File: src/rtl/tbms_pkg.sv
// Shared types and constants for the triangular bit matrix store.
// Used by the front classifier, the request queue and the back end.
package tbms_pkg;

  // Widths fixed by the request fields.
  localparam int IDX_W      = 6;
  localparam int CMD_W      = 3;
  localparam int PROD_W     = 2 * IDX_W + 1;
  localparam int TRI_W      = 2 * IDX_W;
  localparam int BIT_SEL_W  = 3;
  localparam int BYTE_IDX_W = TRI_W - BIT_SEL_W;

  // Depth of the queue between front and back; a power of two.
  localparam int QDEPTH = 2;

  // Command codes as they arrive on the input.
  localparam logic [CMD_W-1:0] CMD_READ   = 3'd0;
  localparam logic [CMD_W-1:0] CMD_SET    = 3'd1;
  localparam logic [CMD_W-1:0] CMD_CLEAR  = 3'd2;
  localparam logic [CMD_W-1:0] CMD_TSET   = 3'd3;
  localparam logic [CMD_W-1:0] CMD_TCLEAR = 3'd4;

  // What the back end does to the addressed bit.
  typedef enum logic [1:0] {
    OP_READ,
    OP_SET,
    OP_CLEAR
  } op_t;

  // One classified item as it travels through the queue.
  typedef struct packed {
    logic                  in_range;
    op_t                   op;
    logic [BYTE_IDX_W-1:0] byte_idx;
    logic [BIT_SEL_W-1:0]  bit_sel;
  } entry_t;

endpackage

File: src/rtl/triangular_bit_matrix_store.sv
// Packed symmetric bit matrix store, top level. Uses tbms_front, tbms_queue,
// tbms_back and tbms_pkg. The back end handles one item at a time: it reads
// the addressed byte in S_READ and writes it back in S_WRITE, and takes no new
// item until the last one is done. After reset the store is cleared one byte a
// cycle, all (MAX_ORDER*(MAX_ORDER+1)/2+7)/8 bytes (260 at the default), with
// in_full held high throughout.
module triangular_bit_matrix_store #(
  parameter int MAX_ORDER = 64
) (
  input  logic                       clk,
  input  logic                       rst_n,
  input  logic                       in_push,
  output logic                       in_full,
  input  logic [tbms_pkg::CMD_W-1:0] in_command,
  input  logic [tbms_pkg::IDX_W-1:0] in_row,
  input  logic [tbms_pkg::IDX_W-1:0] in_col,
  output logic                       out_empty,
  input  logic                       out_pop,
  output logic                       out_old_bit
);

  logic             q_push;
  logic             q_pop;
  logic             q_full;
  logic             q_empty;
  logic             clearing;
  tbms_pkg::entry_t q_entry;
  tbms_pkg::entry_t q_head;

  tbms_front #(
    .MAX_ORDER (MAX_ORDER)
  ) u_front (
    .in_push    (in_push),
    .in_command (in_command),
    .in_row     (in_row),
    .in_col     (in_col),
    .q_full     (q_full),
    .clearing   (clearing),
    .in_full    (in_full),
    .q_push     (q_push),
    .q_entry    (q_entry)
  );

  tbms_queue u_queue (
    .clk      (clk),
    .rst_n    (rst_n),
    .push     (q_push),
    .wr_entry (q_entry),
    .pop      (q_pop),
    .head     (q_head),
    .full     (q_full),
    .empty    (q_empty)
  );

  tbms_back #(
    .MAX_ORDER (MAX_ORDER)
  ) u_back (
    .clk         (clk),
    .rst_n       (rst_n),
    .q_empty     (q_empty),
    .q_head      (q_head),
    .q_pop       (q_pop),
    .clearing    (clearing),
    .out_empty   (out_empty),
    .out_pop     (out_pop),
    .out_old_bit (out_old_bit)
  );

endmodule

File: src/rtl/tbms_front.sv
// Front end: accepts items, orders row and column and computes the packed
// bit position and the operation. Depends on tbms_pkg.
module tbms_front #(
  parameter int MAX_ORDER = 64
) (
  input  logic                           in_push,
  input  logic [tbms_pkg::CMD_W-1:0]     in_command,
  input  logic [tbms_pkg::IDX_W-1:0]     in_row,
  input  logic [tbms_pkg::IDX_W-1:0]     in_col,
  input  logic                           q_full,
  input  logic                           clearing,
  output logic                           in_full,
  output logic                           q_push,
  output tbms_pkg::entry_t               q_entry
);

  logic [tbms_pkg::IDX_W-1:0]  hi;
  logic [tbms_pkg::IDX_W-1:0]  lo;
  logic [tbms_pkg::PROD_W-1:0] prod;
  logic [tbms_pkg::TRI_W-1:0]  tri_k;

  // Nothing is taken while the store is being cleared or the queue is full.
  assign in_full = q_full | clearing;
  assign q_push  = in_push & ~in_full;

  // Larger and smaller index, then hi*(hi+1)/2 + lo.
  always_comb begin
    if (in_row > in_col) begin
      hi = in_row;
      lo = in_col;
    end else begin
      hi = in_col;
      lo = in_row;
    end
    prod  = tbms_pkg::PROD_W'(hi) * (tbms_pkg::PROD_W'(hi) + tbms_pkg::PROD_W'(1));
    tri_k = tbms_pkg::TRI_W'(prod >> 1) + tbms_pkg::TRI_W'(lo);
  end

  // Classify the command; unused codes behave as a read.
  always_comb begin
    q_entry.in_range = (32'(hi) < MAX_ORDER);
    q_entry.byte_idx = tri_k[tbms_pkg::TRI_W-1:tbms_pkg::BIT_SEL_W];
    q_entry.bit_sel  = tri_k[tbms_pkg::BIT_SEL_W-1:0];
    case (in_command) inside
      tbms_pkg::CMD_SET, tbms_pkg::CMD_TSET: begin
        q_entry.op = tbms_pkg::OP_SET;
      end
      tbms_pkg::CMD_CLEAR, tbms_pkg::CMD_TCLEAR: begin
        q_entry.op = tbms_pkg::OP_CLEAR;
      end
      default: begin
        q_entry.op = tbms_pkg::OP_READ;
      end
    endcase
  end

endmodule

File: src/rtl/tbms_queue.sv
// Short queue of classified items between the front and the back end.
// Depends on tbms_pkg for the entry type and the depth.
module tbms_queue (
  input  logic             clk,
  input  logic             rst_n,
  input  logic             push,
  input  tbms_pkg::entry_t wr_entry,
  input  logic             pop,
  output tbms_pkg::entry_t head,
  output logic             full,
  output logic             empty
);

  localparam int PTR_W = (tbms_pkg::QDEPTH > 1) ? $clog2(tbms_pkg::QDEPTH) : 1;
  localparam int CNT_W = PTR_W + 1;

  tbms_pkg::entry_t entries_r [tbms_pkg::QDEPTH];
  logic [PTR_W-1:0] wr_ptr_r;
  logic [PTR_W-1:0] rd_ptr_r;
  logic [CNT_W-1:0] count_r;

  assign full  = (count_r == CNT_W'(tbms_pkg::QDEPTH));
  assign empty = (count_r == '0);
  assign head  = entries_r[rd_ptr_r];

  // Pointers and fill count.
  always_ff @(posedge clk) begin
    if (!rst_n) begin
      wr_ptr_r <= '0;
      rd_ptr_r <= '0;
      count_r  <= '0;
    end else begin
      if (push) begin
        wr_ptr_r <= wr_ptr_r + PTR_W'(1);
      end
      if (pop) begin
        rd_ptr_r <= rd_ptr_r + PTR_W'(1);
      end
      if (push && !pop) begin
        count_r <= count_r + CNT_W'(1);
      end else if (pop && !push) begin
        count_r <= count_r - CNT_W'(1);
      end
    end
  end

  // Entry storage.
  always_ff @(posedge clk) begin
    if (push) begin
      entries_r[wr_ptr_r] <= wr_entry;
    end
  end

endmodule

File: src/rtl/tbms_back.sv
// Back end: clears the byte store after reset, then performs one
// read-modify-write per item and holds the result. Depends on tbms_pkg.
module tbms_back #(
  parameter int MAX_ORDER = 64
) (
  input  logic             clk,
  input  logic             rst_n,
  input  logic             q_empty,
  input  tbms_pkg::entry_t q_head,
  output logic             q_pop,
  output logic             clearing,
  output logic             out_empty,
  input  logic             out_pop,
  output logic             out_old_bit
);

  localparam int TRI_BITS    = MAX_ORDER * (MAX_ORDER + 1) / 2;
  localparam int STORE_BYTES = (TRI_BITS + 7) / 8;
  localparam int AW          = (STORE_BYTES > 1) ? $clog2(STORE_BYTES) : 1;

  typedef enum logic [1:0] {
    S_CLEAR,
    S_READ,
    S_WRITE
  } state_t;

  state_t           state_r;
  logic [AW-1:0]    clr_addr_r;
  tbms_pkg::entry_t op_r;
  logic             out_valid_r;
  logic             out_bit_r;
  logic [7:0]       rd_data_r;
  logic [7:0]       mem [STORE_BYTES];

  logic             take_out;
  logic             finish;
  logic             old_bit;
  logic [7:0]       mask;
  logic [7:0]       new_byte;
  logic             mem_we;
  logic [AW-1:0]    mem_wa;
  logic [7:0]       mem_wd;
  logic [AW-1:0]    mem_ra;

  assign clearing    = (state_r == S_CLEAR);
  assign out_empty   = ~out_valid_r;
  assign out_old_bit = out_bit_r;
  assign take_out    = out_pop & out_valid_r;

  // Issue a read when an item waits; finish once the result slot is free.
  always_comb begin
    q_pop  = (state_r == S_READ) && !q_empty;
    mem_ra = AW'(q_head.byte_idx);
    finish = (state_r == S_WRITE) && (!out_valid_r || take_out);
  end

  // Modify the fetched byte; out-of-range items report zero and write nothing.
  always_comb begin
    mask    = 8'h01 << op_r.bit_sel;
    old_bit = op_r.in_range & rd_data_r[op_r.bit_sel];
    case (op_r.op)
      tbms_pkg::OP_SET:   new_byte = rd_data_r | mask;
      tbms_pkg::OP_CLEAR: new_byte = rd_data_r & ~mask;
      default:            new_byte = rd_data_r;
    endcase
    mem_we = clearing ||
             (finish && op_r.in_range && (op_r.op != tbms_pkg::OP_READ));
    mem_wa = clearing ? clr_addr_r : AW'(op_r.byte_idx);
    mem_wd = clearing ? 8'h00 : new_byte;
  end

  // Byte store with registered read data.
  always_ff @(posedge clk) begin
    if (mem_we) begin
      mem[mem_wa] <= mem_wd;
    end
    if (q_pop) begin
      rd_data_r <= mem[mem_ra];
    end
  end

  // Sequencer, clearing pass and result register.
  always_ff @(posedge clk) begin
    if (!rst_n) begin
      state_r     <= S_CLEAR;
      clr_addr_r  <= '0;
      out_valid_r <= 1'b0;
    end else begin
      case (state_r)
        S_CLEAR: begin
          clr_addr_r <= clr_addr_r + AW'(1);
          if (clr_addr_r == AW'(STORE_BYTES - 1)) begin
            state_r <= S_READ;
          end
        end
        S_READ: begin
          if (q_pop) begin
            op_r    <= q_head;
            state_r <= S_WRITE;
          end
        end
        S_WRITE: begin
          if (finish) begin
            state_r <= S_READ;
          end
        end
        default: begin
          state_r <= S_CLEAR;
        end
      endcase
      if (finish) begin
        out_valid_r <= 1'b1;
        out_bit_r   <= old_bit;
      end else if (take_out) begin
        out_valid_r <= 1'b0;
      end
    end
  end

endmodule

File: config.mk
export PLATFORM = sky130hd
export DESIGN_NAME = triangular_bit_matrix_store
export DESIGN_NICKNAME = d
export VERILOG_FILES = /design/src/rtl/tbms_pkg.sv /design/src/rtl/triangular_bit_matrix_store.sv /design/src/rtl/tbms_front.sv /design/src/rtl/tbms_queue.sv /design/src/rtl/tbms_back.sv
export SDC_FILE = /design/constraint.sdc
export NUM_CORES = 2
export LEC_CHECK = 0
export ABC_AREA = 0
export BUFFER_PORTS_ARGS = -buffer_cell sky130_fd_sc_hd__buf_2
export CORE_UTILIZATION = 62
export CTS_CLUSTER_SIZE = 12
export DETAILED_ROUTE_END_ITERATION = 8
export MAX_ROUTING_LAYER = met4
export PLACE_DENSITY = 0.78
export RECOVER_POWER = 50
export SYNTH_ARGS = -nofsm -noshare
export SYNTH_HDL_FRONTEND = slang
export SYNTH_HIERARCHICAL = 1
export SYNTH_SLANG_ARGS = --single-unit
File: constraint.sdc
create_clock -name clk -period 18.1 [get_ports clk]
set_input_delay 3.62 -clock clk [delete_from_list [all_inputs] [get_ports clk]]
set_output_delay 3.62 -clock clk [all_outputs]
set_load 0.02 [all_outputs]
==> results.md <==
### Placement
• **routability-driven placement congestion ratio** 0.8696
• **area post-placement** 0.08803 sq mm
• **Buffers on Ports** 21
• **placed wire-length estimate after detailed placement** 116,000 um
• **cell count after placement** 6,220

### Synthesis
• **number of enable flip-flop cells after synthesis** 2,134
• **most used flip-flop cell after synthesis** sky130_fd_sc_hd__edfxtp_1
• **fraction of registers with async set or reset after synthesis** 0%
• **top cell type's share of synthesized area** 74.10%
• **post-synthesis cell count** 4,501
• **area of the mapped netlist** 0.08648 sq mm
• **number of warning messages in the yosys log** 6
• **number of nets in the synthesized netlist** 4,586
• **average instance area after synthesis** 19.21 sq um
• **sequential fraction of the synthesis area** 74.50%
• **count of distinct cell types in the synthesized netlist** 86
• **leading area contributor after synthesis** sky130_fd_sc_hd__edfxtp_1
• **largest cells by area after synthesis** sky130_fd_sc_hd__edfxtp_1 74%, sky130_fd_sc_hd__mux4_2 8.7%, sky130_fd_sc_hd__mux2i_1 4.3%, sky130_fd_sc_hd__nor2_1 1.5%, sky130_fd_sc_hd__o22ai_1 0.85%
• **most repeated cell in the gate-level netlist after synthesis** sky130_fd_sc_hd__edfxtp_1
• **Synth Register Bits** 2,151
• **most instantiated cells after synthesis** 2,134 x sky130_fd_sc_hd__edfxtp_1, 372 x sky130_fd_sc_hd__mux2i_1, 340 x sky130_fd_sc_hd__nor2_1

### Critical path
• **Setup crit end kind** flip-flop
• **data arrival time of the worst path** 10,990 ps
• **critical path class** reg -> reg
• **CP Data Required Time** 17,110 ps
• **CP max FO** 220
• **startpoint class of the critical path** flip-flop

### Cells and area
• **Synth-to-Final Area Change** 8.347%
• **number of nets in the layout** 4,651
• **fraction of layout cells with a size suffix above 1** 15.41%
• **count of non-filler cells in the finished layout** 6,548
• **post-route standard cell area excluding fillers** 0.09369 sq mm

### Power and ir drop
• **PwrDens** 104.1 mW/mm^2
• **peak ir drop on the vdd network** 0.09145 mV
• **Static Leakage** 33.12 nW
• **total chip power** 9.753 mW

### Detailed routing
• **Vias** 44,660
• **ANT nets after route** 0
• **vias per inst** 6.821
• **detailed-router iteration count before antenna repair** 6
• **final wirelength** 198,000 um
• **detailed-route DRC error count** 0
• **average wire length per cell after detail routing** 30.24 um
• **1st-iter DRT viols** 5,647

### Timing
• **RSZ-0062 raised after global routing** false
• **final worst-path cycle share** 66.17%
• **slew at the pin with the worst max-slew slack** 10,970 ps
• **number of failing setup endpoints in the final timing report** 0
• **number of max-slew violations in the final report** 2,357
• **final critical-path required period** 11,980 ps
• **top achievable clock speed** 83.49 MHz
• **Hold Fails Final Rpt** 0
• **max-slew headroom at the worst pin** -631.6%
• **setup skew after layout** 28.86 ps
• **Total Neg Setup Slack** 0 ps

### Outcome
• **outcome** finished with violations
• **violated checks** capacitance limit, slew limit

### Global route
• **antenna violations before repair** 7
• **Tot GR Track Use** 29.21%
• **total congestion overflow after global routing** 0
• **largest net degree at the start of global routing** 221
• **via count of the first global-routing pass** 44,270
• **first-pass GRT wire length** 290,800 um

### Clock network
• **post_cts resized** 0
• **clock edge transition at the registers on the reported setup and hold paths** 60 ps
• **H-tree depth reported by CTS** 4
• **clock tree from TritonCTS** yes
• **CTS Buffer Depth** 3
• **root buffer cell** sky130_fd_sc_hd__clkbuf_16
• **number of sinks driven by the clock tree** 2,151
• **number of hold-repair buffers added at the cts stage** 0
• **Num CTS Buffers** 207
• **post-CTS repair timing setup buffer count** 0
• **Worst-Skew Late Latency** 840 ps

### Floorplanning
• **Core Rows** 136
• **height of the chip** 375.5 um
• **area of the die** 0.1410 sq mm
• **number of I/O pins** 22
• **starting density of the core** 62.66%
• **Die Span X** 375.5 um
• **Core Box Area** 0.1380 sq mm

### Hold path
• **kind of path behind the tightest hold check** reg -> reg

### Job
• **max-cap violations** 30

## final cells by class
cell class	count	area (sq um)
Antenna cell	6	15.01
Clock buffer	283	5593
Clock inverter	39	274.0
Fill cell	8442	44310
Inverter	57	215.2
Multi-Input combinational cell	2037	20110
Sequential cell	2151	64420
Tap cell	1863	2331
Timing Repair Buffer	112	735.7
## report_power, final
group | switching (mW) | leakage (nW) | internal, mW
sequential | 0.00254 | 22.7 | 5.44
clock | 1.73 | 2.84 | 2.13
combinational | 0.272 | 7.60 | 0.182
## per-layer routing
metal,share of wire (%),up-vias,global-route usage [%]
met1,37,22970,39.48
met3,11,465,5.824
met5,0,-,-
met2,48,2758,44.50
met4,4.0,0,11.34
li1,-,18470,-
## sequential cells by signal, summed over array words and instances, names as in the netlist, named ones only
register / flops
u_back/mem: 2080
u_queue/entries_r: 30
u_back/op_r: 15
u_back/clr_addr_r: 9
u_back/rd_data_r: 8
u_back/state_r: 2
u_queue/count_r: 2
u_back/out_old_bit: 1
u_back/out_valid_r: 1
u_queue/rd_ptr_r: 1
u_queue/wr_ptr_r: 1
## final timing paths
kind | from | endpoint | slack [ps] | cells past startpoint
max | u_back/state_r[1] | u_back/mem[100][0] | 6120 | 5
min | u_queue/count_r[1] | u_queue/count_r[1] | 520 | 2
max reg2reg | u_back/state_r[1] | u_back/mem[100][0] | 6120 | 5
min reg2reg | u_queue/count_r[1] | u_queue/count_r[1] | 520 | 2
## cells by family after synthesis
kind of cell / count (synthesis) / share of synthesized area (%)
buffers and inverters: 313 / 2.296
adders and majority gates: 66 / 1.146
DFF: 2151 / 74.50
muxes: 777 / 14.17
xor gates and xnor gates: 23 / 0.2503
and+or+nand+nor: 651 / 3.405
AOI/OAI and AO/OA: 519 / 4.228
other: 1 / 0.004336
## through the flow
| stage | util (%) | hold slack [ps] | setup slack (ps) |
|---|---|---|---|
| 6_report | 67.89 | 519.1 | 6122 |
| 3_3_place_gp | 63.79 | 485.5 | 7808 |
| 2_1_floorplan | - | 466.2 | 4161 |
| 5_1_grt | 67.89 | 563.7 | 5820 |
| 3_5_place_dp | 63.79 | 500.4 | 7758 |
| 4_1_cts | 68.04 | 513.3 | 8588 |
## cells in the final DEF (no fill, tap or decap), drive strengths merged, types with 7 or more instances in the layout
cell	instances
o22ai	117
clkinv	33
edfxtp	2134
nand3	28
clkbuf	315
a2111oi	18
mux2	55
inv	62
o211ai	12
ha	44
xor2	7
o31ai	8
o2111ai	8
and2	21
dfxtp	17
a22oi	13
o221ai	66
o21ai	63
fa	22
a221o	8
mux4	348
nand3b	17
nor2	341
nand2b	10
mux2i	374
a211oi	45
nand4	12
nor3	30
a22o	12
nor4	20
nand2	113
a21oi	63
nor2b	21
a221oi	28
buf	80
xnor2	16
or3	10
a31oi	18
## worst max-delay path: stages, from the launching register on
cell	delay, ps
sky130_fd_sc_hd__dfxtp_1	390
sky130_fd_sc_hd__or2_0	810
sky130_fd_sc_hd__inv_1	80
sky130_fd_sc_hd__clkbuf_1	580
sky130_fd_sc_hd__a211oi_1	540
sky130_fd_sc_hd__clkbuf_1	7620
Note: power is estimated with default switching activity, not from simulation.
